===== src/rtl/tgadec_pkg.sv =====
// Shared types, codes and helpers of the TGA run-length decoder.
// Used by tgadec_hdr_check and tga_rle_decoder_core; no dependencies.
`timescale 1ns / 1ps
`default_nettype none

package tgadec_pkg;

  // result status codes (out_tuser)
  localparam logic [1:0] ST_PIXEL   = 2'd0;
  localparam logic [1:0] ST_DONE    = 2'd1;
  localparam logic [1:0] ST_OVERRUN = 2'd2;
  localparam logic [1:0] ST_SHORT   = 2'd3;

  // configuration register indexes
  localparam logic [1:0] CFG_CHANNELS   = 2'd0;
  localparam logic [1:0] CFG_PIXEL_TOT  = 2'd1;
  localparam logic [1:0] CFG_COMP_BYTES = 2'd2;

  localparam logic [2:0] RST_CHANNELS   = 3'd4;
  localparam logic [31:0] RST_PIXEL_TOT = 32'd1;
  localparam logic [31:0] RST_COMP_BYTES = 32'd1;

  // header evaluation handed to the core
  typedef struct packed {
    logic       is_run;
    logic [7:0] count;     // pixels in packet, 1..128
    logic       short_in;  // no compressed bytes left for this header
    logic       overrun;   // packet does not fit bytes or pixels left
  } hdr_check_t;

  // out-of-range channel counts: 0 acts as 1, 5..7 act as 4
  function automatic logic [2:0] eff_channels(input logic [2:0] ch);
    logic [2:0] r;
    r = ch;
    if (ch == 3'd0) r = 3'd1;
    else if (ch > 3'd4) r = 3'd4;
    return r;
  endfunction

endpackage

`default_nettype wire


===== src/rtl/tga_rle_decoder_core.sv =====
// Top level of the TGA run-length decoder: byte stream in, pixel/run words
// out. Depends on tgadec_pkg and tgadec_hdr_check.
//
// Usage:
//   in_*  : one compressed byte per word (in_tdata[7:0]).
//   out_* : one result per completed pixel or error; out_tdata holds
//           pixel_value [31:0] and repeat_count [39:32], out_tuser the status
//           (pixel, pixel and image complete, packet overrun, input short).
//   cfg_* : register writes (channels, pixel total, compressed length); any
//           write restarts decoding of a new image. cfg_ready is always high.
// Throughput is one byte per cycle unless out_* stalls; each byte is decoded by
// a single level of counter logic between input handshake and output register.
// Latency: a result appears on out_* the cycle after the byte that completes
// it is accepted. Header bytes and non-final pixel bytes give no result.
// A single output register parts the two sides: in_tready stays high while
// that register is empty or being taken, so a stalled receiver stops input
// after one pending result. Once the image is complete or has failed, further
// bytes are accepted and dropped until a register write or reset. Reset loads
// 4 channels, one pixel, one compressed byte and clears all but the out_* data.
`timescale 1ns / 1ps
`default_nettype none

module tga_rle_decoder_core (
  input  wire logic        clk,
  input  wire logic        rst_n,
  input  wire logic        in_tvalid,
  output logic             in_tready,
  input  wire logic [7:0]  in_tdata,    // [7:0] stream_byte
  output logic             out_tvalid,
  input  wire logic        out_tready,
  output logic [39:0]      out_tdata,   // [31:0] pixel_value, [39:32] repeat_count
  output logic [1:0]       out_tuser,   // [1:0] status
  input  wire logic        cfg_valid,
  output logic             cfg_ready,
  input  wire logic [1:0]  cfg_index,
  input  wire logic [31:0] cfg_data
);

  // configuration
  logic [2:0]  channels_r;
  logic [31:0] pixel_tot_r, comp_bytes_r;

  // decode state
  logic        in_body_r, in_body_nxt;
  logic        is_run_r, is_run_nxt;
  logic [7:0]  pkt_left_r, pkt_left_nxt;
  logic [1:0]  bip_r, bip_nxt;
  logic [31:0] gather_r, gather_nxt;
  logic [31:0] pix_rem_r, pix_rem_nxt;
  logic [31:0] bytes_left_r, bytes_left_nxt;
  logic        finished_r, finished_nxt;

  // output register
  logic        out_valid_r, out_valid_nxt;
  logic [31:0] out_pix_r;
  logic [7:0]  out_rep_r;
  logic [1:0]  out_st_r;

  logic        emit;
  logic [31:0] emit_pix;
  logic [7:0]  emit_rep;
  logic [1:0]  emit_st;

  logic        in_acc, cfg_acc;
  logic [2:0]  ch_eff;
  logic [31:0] gather_full;
  logic [7:0]  rep;
  logic [31:0] rep_clamp;
  tgadec_pkg::hdr_check_t hdr;

  assign in_tready = !out_valid_r || out_tready;
  assign cfg_ready = 1'b1;
  assign in_acc    = in_tvalid && in_tready;
  assign cfg_acc   = cfg_valid && cfg_ready;
  assign ch_eff    = tgadec_pkg::eff_channels(channels_r);

  tgadec_hdr_check u_hdr (
    .hdr_byte    (in_tdata),
    .channels    (ch_eff),
    .bytes_left  (bytes_left_r),
    .pixels_left (pix_rem_r),
    .chk         (hdr)
  );

  assign gather_full = gather_r | ({24'd0, in_tdata} << {bip_r, 3'b000});
  assign rep         = is_run_r ? pkt_left_r : 8'd1;
  assign rep_clamp   = ({24'd0, rep} <= pix_rem_r) ? {24'd0, rep} : pix_rem_r;

  always_comb begin
    in_body_nxt    = in_body_r;
    is_run_nxt     = is_run_r;
    pkt_left_nxt   = pkt_left_r;
    bip_nxt        = bip_r;
    gather_nxt     = gather_r;
    pix_rem_nxt    = pix_rem_r;
    bytes_left_nxt = bytes_left_r;
    finished_nxt   = finished_r;
    emit           = 1'b0;
    emit_pix       = 32'd0;
    emit_rep       = 8'd0;
    emit_st        = tgadec_pkg::ST_PIXEL;

    if (in_acc && !finished_r) begin
      if (!in_body_r) begin
        if (hdr.short_in) begin
          finished_nxt = 1'b1;
          emit         = 1'b1;
          emit_st      = tgadec_pkg::ST_SHORT;
        end else begin
          bytes_left_nxt = bytes_left_r - 32'd1;
          if (hdr.overrun) begin
            finished_nxt = 1'b1;
            emit         = 1'b1;
            emit_st      = tgadec_pkg::ST_OVERRUN;
          end else begin
            in_body_nxt  = 1'b1;
            is_run_nxt   = hdr.is_run;
            pkt_left_nxt = hdr.count;
            bip_nxt      = 2'd0;
            gather_nxt   = 32'd0;
          end
        end
      end else begin
        bytes_left_nxt = bytes_left_r - 32'd1;
        if (({1'b0, bip_r} + 3'd1) < ch_eff) begin
          gather_nxt = gather_full;
          bip_nxt    = bip_r + 2'd1;
        end else begin
          pkt_left_nxt = is_run_r ? 8'd0 : pkt_left_r - 8'd1;
          in_body_nxt  = is_run_r ? 1'b0 : (pkt_left_r != 8'd1);
          pix_rem_nxt  = pix_rem_r - rep_clamp;
          bip_nxt      = 2'd0;
          gather_nxt   = 32'd0;
          emit         = 1'b1;
          emit_pix     = gather_full;
          emit_rep     = rep;
          priority if (pix_rem_r == rep_clamp) begin
            emit_st      = tgadec_pkg::ST_DONE;
            finished_nxt = 1'b1;
          end else if (bytes_left_r == 32'd1) begin
            // last declared byte used up with pixels still owed
            emit_st      = tgadec_pkg::ST_SHORT;
            finished_nxt = 1'b1;
          end else begin
            emit_st = tgadec_pkg::ST_PIXEL;
          end
        end
      end
    end

    if (emit) out_valid_nxt = 1'b1;
    else if (out_tready) out_valid_nxt = 1'b0;
    else out_valid_nxt = out_valid_r;
  end

  always_ff @(posedge clk) begin
    if (!rst_n) begin
      channels_r   <= tgadec_pkg::RST_CHANNELS;
      pixel_tot_r  <= tgadec_pkg::RST_PIXEL_TOT;
      comp_bytes_r <= tgadec_pkg::RST_COMP_BYTES;
      in_body_r    <= 1'b0;
      is_run_r     <= 1'b0;
      pkt_left_r   <= 8'd0;
      bip_r        <= 2'd0;
      gather_r     <= 32'd0;
      pix_rem_r    <= tgadec_pkg::RST_PIXEL_TOT;
      bytes_left_r <= tgadec_pkg::RST_COMP_BYTES;
      finished_r   <= 1'b0;
      out_valid_r  <= 1'b0;
    end else begin
      out_valid_r <= out_valid_nxt;
      if (cfg_acc && cfg_index <= tgadec_pkg::CFG_COMP_BYTES) begin
        // any register write starts a new image
        in_body_r    <= 1'b0;
        is_run_r     <= 1'b0;
        pkt_left_r   <= 8'd0;
        bip_r        <= 2'd0;
        gather_r     <= 32'd0;
        pix_rem_r    <= pixel_tot_r;
        bytes_left_r <= comp_bytes_r;
        finished_r   <= (pixel_tot_r == 32'd0);
        unique case (cfg_index)
          tgadec_pkg::CFG_CHANNELS: channels_r <= cfg_data[2:0];
          tgadec_pkg::CFG_PIXEL_TOT: begin
            pixel_tot_r <= cfg_data;
            pix_rem_r   <= cfg_data;
            finished_r  <= (cfg_data == 32'd0);
          end
          default: begin
            comp_bytes_r <= cfg_data;
            bytes_left_r <= cfg_data;
          end
        endcase
      end else begin
        in_body_r    <= in_body_nxt;
        is_run_r     <= is_run_nxt;
        pkt_left_r   <= pkt_left_nxt;
        bip_r        <= bip_nxt;
        gather_r     <= gather_nxt;
        pix_rem_r    <= pix_rem_nxt;
        bytes_left_r <= bytes_left_nxt;
        finished_r   <= finished_nxt;
      end
    end
  end

  always_ff @(posedge clk) begin
    if (emit) begin
      out_pix_r <= emit_pix;
      out_rep_r <= emit_rep;
      out_st_r  <= emit_st;
    end
  end

  assign out_tvalid = out_valid_r;
  assign out_tdata  = {out_rep_r, out_pix_r};
  assign out_tuser  = out_st_r;

endmodule

`default_nettype wire


===== src/rtl/tgadec_hdr_check.sv =====
// Packet header evaluation: pixel count and fit checks against the
// bytes and pixels still left. Depends on tgadec_pkg.
`timescale 1ns / 1ps
`default_nettype none

module tgadec_hdr_check (
  input  wire logic [7:0]  hdr_byte,
  input  wire logic [2:0]  channels,     // already clamped to 1..4
  input  wire logic [31:0] bytes_left,   // compressed bytes not yet consumed
  input  wire logic [31:0] pixels_left,
  output tgadec_pkg::hdr_check_t chk
);

  logic [7:0] count;
  logic [9:0] need;
  logic [9:0] cnt_w;

  // run: header - 127, raw: header + 1; both equal low seven bits + 1
  assign count = {1'b0, hdr_byte[6:0]} + 8'd1;
  assign cnt_w = {2'b00, count};

  always_comb begin
    if (hdr_byte[7]) begin
      need = {7'd0, channels};
    end else begin
      unique case (channels)
        3'd1:    need = cnt_w;
        3'd2:    need = cnt_w << 1;
        3'd3:    need = cnt_w + (cnt_w << 1);
        default: need = cnt_w << 2;
      endcase
    end
  end

  always_comb begin
    chk.is_run   = hdr_byte[7];
    chk.count    = count;
    chk.short_in = (bytes_left == 32'd0);
    // bytes after this header must cover need: need <= bytes_left - 1
    chk.overrun  = ({22'd0, need} >= bytes_left) || ({24'd0, count} > pixels_left);
  end

endmodule

`default_nettype wire

===== config.mk =====
export PLATFORM = sky130hd
export DESIGN_NAME = tga_rle_decoder_core
export DESIGN_NICKNAME = d
export VERILOG_FILES = /design/src/rtl/tgadec_pkg.sv /design/src/rtl/tga_rle_decoder_core.sv /design/src/rtl/tgadec_hdr_check.sv
export SDC_FILE = /design/constraint.sdc
export NUM_CORES = 1
export LEC_CHECK = 0
export BUFFER_PORTS_ARGS = -buffer_cell sky130_fd_sc_hd__buf_2
export CAP_MARGIN = 0
export CELL_PAD_IN_SITES_DETAIL_PLACEMENT = 0
export CELL_PAD_IN_SITES_GLOBAL_PLACEMENT = 1
export CORE_ASPECT_RATIO = 1.5
export CORE_MARGIN = 10
export CORE_UTILIZATION = 37
export DETAILED_ROUTE_END_ITERATION = 7
export HOLD_SLACK_MARGIN = 0.12
export PLACE_DENSITY_LB_ADDON = 0.1
export SYNTH_ARGS = -nofsm -noshare
export SYNTH_HDL_FRONTEND = slang
export SYNTH_SLANG_ARGS = --single-unit

===== constraint.sdc =====
create_clock -name clk -period 15 [get_ports clk]
set_clock_uncertainty 0.2 [all_clocks]
set_input_delay 0 -clock clk [delete_from_list [all_inputs] [get_ports clk]]
set_output_delay 0 -clock clk [all_outputs]
set_load 0.01 [all_outputs]

==> results of run 1 <==
-- through the flow --
| stage | hold WS, ps | cell area, sq um |
|---|---|---|
| floorplan | -76.0 | 12600 |
| CTS | 123 | 14900 |
| global placement | 85.5 | 13300 |
| detailed placement | 91.6 | 13300 |
| finish | 143 | 14900 |
| global route | 138 | 14900 |
-- cell type report --
| class | count | area (sq um) |
|---|---|---|
| clock buffers | 28 | 658 |
| clock inverters | 17 | 250 |
| fillers | 3395 | 18700 |
| inverters | 94 | 353 |
| multi-input cells | 1144 | 7000 |
| flip-flops and latches | 219 | 4810 |
| well taps | 420 | 526 |
| repair buffers | 174 | 1250 |
-- layer usage --
layer | track usage [%] | up-vias | routed length (microns) | share of wire, %
li1 | - | 5863 | - | -
met1 | 23.3 | 5591 | 17500 | 39
met2 | 38.3 | 312 | 23300 | 52
met3 | 2.28 | 97 | 1750 | 3.9
met4 | 10.2 | 0 | 2180 | 4.9
met5 | 0 | - | 0 | 0
-- registers in the layout (all words and copies together), names as in the netlist, 8 cells and up --
signal	cells
comp_bytes_r	32
out_pix_r	32
gather_r	32
pkt_left_r	8
out_rep_r	8
pixel_tot_r	32
bytes_left_r	32
pix_rem_r	32
-- final timing paths --
check	start	to	depth (start not counted)
worst max-delay path	in_tdata[0]	out_rep_r[2]	22
worst min-delay path	cfg_data[17]	comp_bytes_r[17]	4
worst max register to register	pix_rem_r[10]	pix_rem_r[31]	12
worst min register to register	gather_r[21]	gather_r[21]	2
-- report_power, final --
group          leakage (nW)  internal, mW  switching [mW]  total [mW]
logic                  3.13         0.117           0.202       0.319
registers              1.82         0.631          0.0267       0.657
clock network         0.432         0.420           0.267       0.688
-- layout by cell type, fill, tap and decap left out, types with 6 or more instances in the layout --
cell / instances
o2111ai_1: 34
mux2_2: 28
nor4_1: 35
o211ai_1: 18
nand4_1: 19
dfxtp_1: 176
nand2b_1: 11
nor3_1: 46
a211oi_1: 16
edfxtp_1: 42
buf_4: 15
mux2i_1: 9
o22ai_1: 24
clkbuf_16: 26
a31oi_1: 10
nor2_1: 122
and2_1: 8
xnor2_1: 36
o31ai_1: 6
bufinv_16: 6
o21ai_0: 66
a21o_1: 7
nand3_1: 25
ha_1: 47
o21a_1: 15
nand2_1: 189
a21oi_1: 216
and3_1: 7
a311oi_1: 6
nor2b_1: 27
xor2_1: 10
or3_1: 9
or4_1: 17
buf_2: 90
inv_1: 92
dlygate4sd3_1: 69
-- logic make-up (layout without fill, tap and decap cells) --
logic type,after synthesis,count (layout),share of synthesized area (%)
fa+ha+maj,48,48,4.83
mux,38,38,3.40
buf+inv,207,313,6.31
simple gates,545,545,21.1
flops,219,219,38.2
other cells,1,1,0.0298
compound gates,466,466,23.0
xor+xnor,46,46,3.20
-- tightest hold or removal path: stages --
cell and delay, ps:
dlygate4sd3_1 530, buf_2 180, nand2_1 70, a21oi_1 50
-- timing repair --
action | 4_1_cts | 5_1_grt
hold endpoints to repair | 201 | 0
resized for setup | 0 | 0
buffers inserted | 0 | 0
hold buffers | 69 | 0
setup endpoints to repair | 0 | 0
==> key figures, run 1 <==
Drt
  • Drt total wl: 44.7 mm
  • Vias: 11.9k
  • Avg WL per Cell: 21.3 microns
  • 1st-iter DRT viols: 637
  • Residual DRC: 0
  • Drt via density: 5.66
  • Final ANT Viol Nets: 0
  • Drt pass-1 iters: 5

Cells and area
  • Core Util, Final: 44.3%
  • ANT cells: 0
  • Layout cell share with drive strength beyond 1: 12.0%
  • Fin nets: 1753
  • Non-Filler Instances: 2096
  • Area Growth Syn to Fin: 17.9%

GRT
  • Number of global-route vias before repair: 11.7k
  • Initial antenna violation count: 0
  • Largest net degree at the start of global routing: 74
  • Grt total ovfl: 0
  • First-pass GRT wire length: 69.0 mm
  • GRT Resource Usage Total: 20.9%

Yosys
  • Synth unique cells: 80
  • Yosys top cell area share: 28.1%
  • Async set or reset register ratio after synthesis: 0%
  • Number of enable flip-flop cells after synthesis: 42
  • Flops & latches, synth: 219
  • Yosys Warn Count: 0
  • Top-count cell post-synth: a21oi_1
  • Cell count after synthesis: 1570
  • Post-Syn Nets: 1665
  • Area leader, netlist: dfxtp_1
  • Netlist Area Pre-Place: 12600 sq um
  • Top area cells in the synthesized netlist: dfxtp_1 (28%), edfxtp_1 (10%), a21oi_1 (8.6%)
  • Seq/Total Area, Yosys: 38.2%
  • Primary FF master, synth: dfxtp_1
  • Commonest cells post-synth: a21oi_1 (217), nand2_1 (190), dfxtp_1 (177), nor2_1 (122), clkbuf_1 (95)
  • Synthesized area per cell: 8.02 sq um

Setup path
  • Critical path capture point type: flop
  • Delay of the slowest critical-path stage: 550 ps
  • Critical Path Start Type: primary input
  • Crit Path Max Fanout: 42
  • Cell Chain, Critical Path: dlygate4sd3_1 > buf_2 > ha_1 > nand3_1 > xor2_1 > inv_1 > ha_1 > mux2_2 > a311oi_1 > and4b_1 > nor4_1 > a311o_1 > ha_1 > nand3_1 > o221ai_1 > a221oi_1 > o31ai_1 > a21oi_2 > buf_4 > a21o_1 > inv_1 > buf_4
  • Critical path buffers and inverters: 6
  • Setup CP Type: primary input to flop
  • R2r setup slk: 9300 ps
  • CP top delay family: compound AO/OA/AOI/OAI gates
  • Most frequent CP cell: ha_1
  • Worst Path Arrival: 6160 ps
  • CP max stage cell: o31ai_1
  • WP data required: 14970 ps

Floorplanning
  • Chip Width: 171 microns
  • Die footprint: 42000 sq um
  • Core area: 33500 sq um
  • Site row count: 82
  • Num ports: 92
  • Starting density of the core: 37.5%
  • Die Span Y: 246 microns

CTS
  • CTS Buffer Depth: 3
  • CTS buffer count: 25
  • CTS root buf: clkbuf_16
  • CTS clk-pin slew, worst paths: 60 ps
  • Htree depth: 1
  • Sink Count: 219
  • Clock Latency Late Sink: 550 ps
  • CTS tree: yes

Power and ir drop
  • P per Cell Area: 112 nW/um^2
  • Peak VDD IR: 0.0935 mV
  • Leak Pwr: 5.38 nW
  • Power Total: 1.66 mW

Timing
  • Final setup margin: 8810 ps
  • Slew Viols, Final: 0
  • Crit path time final: 6190 ps
  • TNS Setup: 0 ps
  • Slew HR: 21.3%
  • Unrepaired setup endpoints after global routing: false
  • Fin crit share: 41.2%
  • Final count of negative-setup-slack endpoints: 0
  • Final Hold Viols: 0
  • Peak Freq: 162 MHz
  • Worst-Margin Slew: 1180 ps

Flow run
  • Max Cap Violations: 0

Placement
  • Worst slack, placed: 8830 ps
  • Hpwl dp: 30.6 mm
  • PortBufs: 90
  • Placer Congestion: 0.868
  • Dpl cells: 1982

Hold path
  • Worst Hold Class: primary input to flop

Run status
  • Outcome: complete, no violations
(Power assumes the default switching activity.)
==> inputs of run 2 (changes only) <==
==> constraint.sdc (replaced) <==
create_clock -name clk -period 5.99 [get_ports clk]
set_clock_uncertainty 0.2 [all_clocks]
set_input_delay 0 -clock clk [delete_from_list [all_inputs] [get_ports clk]]
set_output_delay 0 -clock clk [all_outputs]
set_load 0.01 [all_outputs]
==> run 2 against run 1 <==
- sequential share of layout area up 0.068 points
- cell count up 0.38%
- combinational power rose to 2.6 times the previous value
- global-route usage down 0.22 points
- register-to-register slack worse by 8400 ps
- sequential cell count unchanged
- routed wire length down 1.3%
- clock power up 120%
- first-iteration DRC count up 5.8%
- critical endpoint is now is_run_r
- sequential power rose to 2.5 times the previous value
- count of clock-buffer cells in the layout up 5
- final area down 0.21%
- largest power group is now sequential cells
==> key figures, run 2 (synthesis gave the netlist of run 1 again) <==
Run status
  • Outcome: complete, no violations (unchanged)

CTS
  • Clock Latency Late Sink: 540 ps (was 550 ps)
  • CTS tree: yes (unchanged)
  • CTS Buffer Depth: 3 (unchanged)
  • CTS root buf: clkbuf_16 (unchanged)
  • CTS clk-pin slew, worst paths: 60 ps (about the same)
  • CTS buffer count: 24 (was 25)
  • Sink Count: 219 (unchanged)
  • Htree depth: 1 (unchanged)

GRT
  • GRT Resource Usage Total: 20.7% (was 20.9%)
  • Grt total ovfl: 0 (unchanged)
  • Largest net degree at the start of global routing: 66 (was 74)
  • Number of global-route vias before repair: 11.7k (about the same)
  • Initial antenna violation count: 0 (unchanged)
  • First-pass GRT wire length: 68.9 mm (was 69.0 mm)

Cells and area
  • Design area: 14800 sq um (was 14900 sq um)
  • Non-Filler Instances: 2104 (was 2096)
  • Area Growth Syn to Fin: 17.7% (was 17.9%)
  • Fin nets: 1762 (was 1753)
  • Commonest non-fill, non-tap cell in the layout: a21oi_1 (unchanged)
  • Layout cell share with drive strength beyond 1: 12.4% (was 12.0%)
  • ANT cells: 0 (unchanged)
  • Most frequent cells in the layout: a21oi_1 (216), nand2_1 (189), dfxtp_1 (176) (unchanged)

Setup path
  • Crit Path Max Fanout: 35 (was 42)
  • Critical Path Start Type: primary input (unchanged)
  • Worst Path Arrival: 5820 ps (was 6160 ps)
  • Critical path capture point type: flop (unchanged)
  • Setup CP Type: primary input to flop (unchanged)
  • WP data required: 6220 ps (was 14970 ps)

Timing
  • TNS Setup: 0 ps (unchanged)
  • Fin crit share: 93.4%
  • Final Hold Viols: 0 (unchanged)
  • Slew HR: 25.1% (was 21.3%)
  • Final count of negative-setup-slack endpoints: 0 (unchanged)
  • Peak Freq: 179 MHz
  • Crit path time final: 5600 ps
  • Unrepaired setup endpoints after global routing: false (unchanged)
  • Worst-Margin Slew: 1120 ps (was 1180 ps)
  • Slew Viols, Final: 0 (unchanged)

Power and ir drop
  • Leak Pwr: 5.38 nW (about the same)
  • P per Cell Area: 267 nW/um^2 (was 112 nW/um^2)
  • Peak VDD IR: 0.207 mV (was 0.0935 mV)

Placement
  • Area post-placement: 13300 sq um (about the same)
  • Hpwl dp: 30.5 mm (was 30.6 mm)
  • Placer Congestion: 0.872 (was 0.868)
  • PortBufs: 90 (unchanged)
  • Dpl cells: 1992 (was 1982)

Floorplanning
  • Chip Width: 171 microns (unchanged)
  • Starting density of the core: 37.5% (unchanged)
  • Die footprint: 42000 sq um (unchanged)
  • Core area: 33500 sq um (unchanged)
  • Num ports: 92 (unchanged)
  • Die Span Y: 246 microns (unchanged)
  • Site row count: 82 (unchanged)

Hold path
  • Worst Hold Class: primary input to flop (unchanged)

Drt
  • 1st-iter DRT viols: 674 (was 637)
  • Vias: 11.9k (about the same)
  • Drt via density: 5.66 (about the same)
  • Drt total wl: 44.1 mm (was 44.7 mm)
  • Avg WL per Cell: 21.0 microns (was 21.3 microns)
  • Residual DRC: 0 (unchanged)
  • Drt pass-1 iters: 6 (was 5)
  • Final ANT Viol Nets: 0 (unchanged)

Flow run
  • Max Cap Violations: 0 (unchanged)
## run 2: changes by cell type in the layout (fill, tap and decap cells not counted), moves of 2 or more
cell       change
buf_4          +8
bufinv_16      -5
clkbuf_1       +3
clkbuf_8       +3
buf_2          -2
clkbuf_4       +2
clkinv_1       -2
## run 2: cell type report
cell class | instances | area (sq um)
inverters | 94 | 353
repair buffers | 184 | 1350
flip-flops and latches | 219 | 4810
fillers | 3405 | 18700
multi-input cells | 1144 | 7010
clock inverters | 10 | 92.6
well taps | 420 | 526
clock buffers | 33 | 686
## run 2: routing by layer
layer / track usage [%] / part of all wire, %
met5: 0 / 0
met4: 7.99 / 3.5
met3: 2.22 / 4.2
met2: 38.6 / 52
met1: 23.3 / 40
## run 2: power by group
| part | switching [mW] | leakage (nW) | internal (mW) | total (mW) |
|---|---|---|---|---|
| logic | 0.508 | 3.18 | 0.306 | 0.814 |
| clock network | 0.646 | 0.371 | 0.847 | 1.49 |
| registers | 0.0701 | 1.82 | 1.58 | 1.65 |
| total | 1.22 | 5.38 | 2.73 | 3.96 |
## run 2: worst paths after layout
check,from,end,slack (ps),cells after the start
worst max-delay path,in_tdata[2],is_run_r,390,24
worst min register to register,gather_r[22],gather_r[22],250,2
worst min-delay path,cfg_data[17],pixel_tot_r[17],130,4
worst max register to register,pix_rem_r[20],pix_rem_r[27],900,13
## run 2: per-stage QoR
stage	worst slack (ps)	hold WS, ps	util (%)	power [mW]
global route	20.2	154	44.2	4.15
floorplan	650	-76.0	-	2.19
detailed placement	735	88.0	39.8	2.46
global placement	788	81.8	39.8	2.45
finish	395	130	44.2	3.96
CTS	296	120	44.1	3.99
## run 2: critical path, cell delays in order
cell	delay, ps
dlygate4sd3_1	520
buf_2	360
and3_1	240
nand3_1	170
xnor2_1	300
inv_1	240
ha_1	380
a21oi_1	160
o41ai_1	90
nor3_1	390
xnor2_1	180
nor2_1	90
o22ai_1	210
ha_1	290
a21oi_1	160
o221ai_1	130
a221oi_1	280
o31ai_1	100
buf_4	160
a21oi_2	220
buf_6	310
nand3_1	140
mux2i_1	140
dlygate4sd3_1	550
## run 2: timing repair
action / 4_1_cts / 5_1_grt
hold endpoints to repair: 202 / 0
hold buffers: 69 / 0
resized for setup: 0 / 4
endpoints found under the setup margin: 0 / 2
setup buffers: 0 / 0
==> inputs of run 3 (changes only) <==
--- a/config.mk
+++ b/config.mk
@@ -5,16 +5,16 @@
 export SDC_FILE = /design/constraint.sdc
 export NUM_CORES = 1
 export LEC_CHECK = 0
-export BUFFER_PORTS_ARGS = -buffer_cell sky130_fd_sc_hd__buf_2
+export BUFFER_PORTS_ARGS = -buffer_cell sky130_fd_sc_hd__buf_4
 export CAP_MARGIN = 0
 export CELL_PAD_IN_SITES_DETAIL_PLACEMENT = 0
 export CELL_PAD_IN_SITES_GLOBAL_PLACEMENT = 1
 export CORE_ASPECT_RATIO = 1.5
-export CORE_MARGIN = 10
 export CORE_UTILIZATION = 37
 export DETAILED_ROUTE_END_ITERATION = 7
 export HOLD_SLACK_MARGIN = 0.12
 export PLACE_DENSITY_LB_ADDON = 0.1
+export SLEW_MARGIN = 20
 export SYNTH_ARGS = -nofsm -noshare
 export SYNTH_HDL_FRONTEND = slang
 export SYNTH_SLANG_ARGS = --single-unit
==> run 3 against run 2 <==
- the flow now finishes with violations (design-rule violations)
- final area grew 1.9%
- routed wire length is 0.96% higher
- register-to-register slack better by 20 ps
- count of clock-buffer cells in the layout down 4
- critical path depth rose by 1
- via count grew 1.3%
- sequential cell count did not move
- setup slack better by 82 ps
- power increased by 1.5%
- clock power increased by 3%
- sequential share of layout area is 0.60 points lower
- critical endpoint is now gather_r[9]
==> key figures, run 3 (synthesis gave the netlist of run 1 again) <==
Placement
  • Placer Congestion: 0.865 (was 0.872)
  • Hpwl dp: 29.6 mm (was 30.5 mm)
  • PortBufs: 90 (unchanged)
  • Area post-placement: 13500 sq um (was 13300 sq um)
  • Dpl cells: 1988 (was 1992)

GRT
  • Largest net degree at the start of global routing: 74 (was 66)
  • Number of global-route vias before repair: 11.7k (about the same)
  • GRT Resource Usage Total: 25.5% (was 20.7%)
  • First-pass GRT wire length: 69.5 mm (was 68.9 mm)
  • Grt total ovfl: 0 (unchanged)
  • Initial antenna violation count: 0 (unchanged)

Setup path
  • Critical path buffers and inverters: 6 (unchanged)
  • Setup CP Type: primary input to flop (unchanged)
  • CP max stage cell: dlygate4sd3_1 (unchanged)
  • Delay of the slowest critical-path stage: 620 ps (was 550 ps)
  • WP data required: 6280 ps (was 6220 ps)
  • Crit Path Max Fanout: 36 (was 35)
  • Critical Path Start Type: primary input (unchanged)
  • Critical path capture point type: flop (unchanged)
  • Worst Path Arrival: 5800 ps (was 5820 ps)
  • CP top delay family: buffers and inverters (unchanged)

Flow run
  • Max Cap Violations: 0 (unchanged)

Power and ir drop
  • Peak VDD IR: 0.255 mV (was 0.207 mV)
  • Power Total: 4.02 mW (was 3.96 mW)
  • Leak Pwr: 5.48 nW (was 5.38 nW)
  • P per Cell Area: 266 nW/um^2 (was 267 nW/um^2)

Drt
  • 1st-iter DRT viols: 718 (was 674)
  • Final ANT Viol Nets: 0 (unchanged)
  • Drt via density: 5.72 (was 5.66)
  • Drt total wl: 44.6 mm (was 44.1 mm)
  • Residual DRC: 3 (was 0)
  • Vias: 12.1k (was 11.9k)
  • Avg WL per Cell: 21.1 microns (was 21.0 microns)
  • Drt pass-1 iters: 8 (was 6)

Timing
  • Peak Freq: 181 MHz (was 179 MHz)
  • Worst-Margin Slew: 1160 ps (was 1120 ps)
  • Slew HR: 22.9% (was 25.1%)
  • Fin crit share: 92.0% (was 93.4%)
  • Unrepaired setup endpoints after global routing: false (unchanged)
  • Slew Viols, Final: 0 (unchanged)
  • Final count of negative-setup-slack endpoints: 0 (unchanged)
  • Final Hold Viols: 0 (unchanged)
  • TNS Setup: 0 ps (unchanged)
  • Crit path time final: 5510 ps (was 5600 ps)

CTS
  • CTS buffer count: 25 (was 24)
  • CTS clk-pin slew, worst paths: 70 ps (was 60 ps)
  • CTS tree: yes (unchanged)
  • Htree depth: 1 (unchanged)
  • CTS root buf: clkbuf_16 (unchanged)
  • Sink Count: 219 (unchanged)
  • Clock Latency Late Sink: 550 ps (was 540 ps)
  • CTS Buffer Depth: 3 (unchanged)

Cells and area
  • Storage element area: 4810 sq um (unchanged)
  • Design area: 15100 sq um (was 14800 sq um)
  • Fin nets: 1766 (was 1762)
  • Commonest non-fill, non-tap cell in the layout: a21oi_1 (unchanged)
  • ANT cells: 0 (unchanged)
  • Layout cell share with drive strength beyond 1: 12.2% (was 12.4%)
  • Most frequent cells in the layout: a21oi_1 (216), nand2_1 (189), dfxtp_1 (176) (unchanged)
  • Area Growth Syn to Fin: 19.9% (was 17.7%)
  • Multi-input gate area: 7010 sq um (about the same)
  • Non-Filler Instances: 2110 (was 2104)
  • Filler cells: 3367 (was 3405)

Hold path
  • Worst Hold Class: primary input to flop (unchanged)

Floorplanning
  • Starting density of the core: 37.7% (was 37.5%)
  • Core area: 33400 sq um (was 33500 sq um)
  • Die Span Y: 228 microns (was 246 microns)
  • Num ports: 92 (unchanged)
  • Chip Width: 153 microns (was 171 microns)
  • Site row count: 82 (unchanged)
  • Die footprint: 34800 sq um (was 42000 sq um)

Run status
  • Failing checks: design-rule violations
  • Outcome: finished, violations left (was complete, no violations)
## run 3: cell type report
class                   count  area share, %
inverters                  94           2.34
multi-input cells        1144           46.4
clock inverters            17           1.04
clock buffers              29           4.24
repair buffers            187           10.6
well taps                 420           3.48
flip-flops and latches    219           31.8
## run 3: timing repair
item | CTS | global route
setup endpoints to repair | 0 | 1
hold endpoints to repair | 204 | 0
buffers inserted | 0 | 0
resized for setup | 0 | 1
hold buffers | 76 | 0
## run 3: power breakdown
part | internal [mW] | leakage [nW] | switching, mW | total (mW)
clock | 0.860 | 0.381 | 0.670 | 1.53
sequential | 1.58 | 1.82 | 0.0742 | 1.65
combinational | 0.323 | 3.27 | 0.512 | 0.835
total | 2.76 | 5.48 | 1.26 | 4.02
## run 3: worst min-delay path, delay by kind of cell
kind,cells,cell delay [ps]
simple gates,1,60
compound gates,1,50
buf+inv,2,710
## run 3: path summary, 6_finish.rpt
check	from	to	slack [ps]	cells after the start
setup / recovery	in_tdata[0]	gather_r[9]	480	25
setup reg to reg	pix_rem_r[20]	pix_rem_r[27]	920	15
hold reg to reg	gather_r[2]	gather_r[2]	250	2
hold / removal	cfg_data[5]	comp_bytes_r[5]	140	4
## run 3: layer usage
| metal | share of wire, % | GRT usage (%) | up-vias | wire length [microns] |
|---|---|---|---|---|
| li1 | - | - | 5885 | - |
| met1 | 40 | 28.9 | 5789 | 17700 |
| met2 | 53 | 48.1 | 291 | 23500 |
| met3 | 3.1 | 2.03 | 97 | 1370 |
| met4 | 4.5 | 11.5 | 0 | 2010 |
| met5 | 0 | 0 | - | 0 |
## run 3: metrics by stage
stage          hold slack (ps)  worst slack [ps]  utilization (%)
2_1_floorplan            -76.0               650                -
3_3_place_gp              80.6               866             40.5
3_5_place_dp              87.2               767             40.5
4_1_cts                    124               439             45.1
5_1_grt                    134              26.6             45.1
6_report                   140               477             45.1
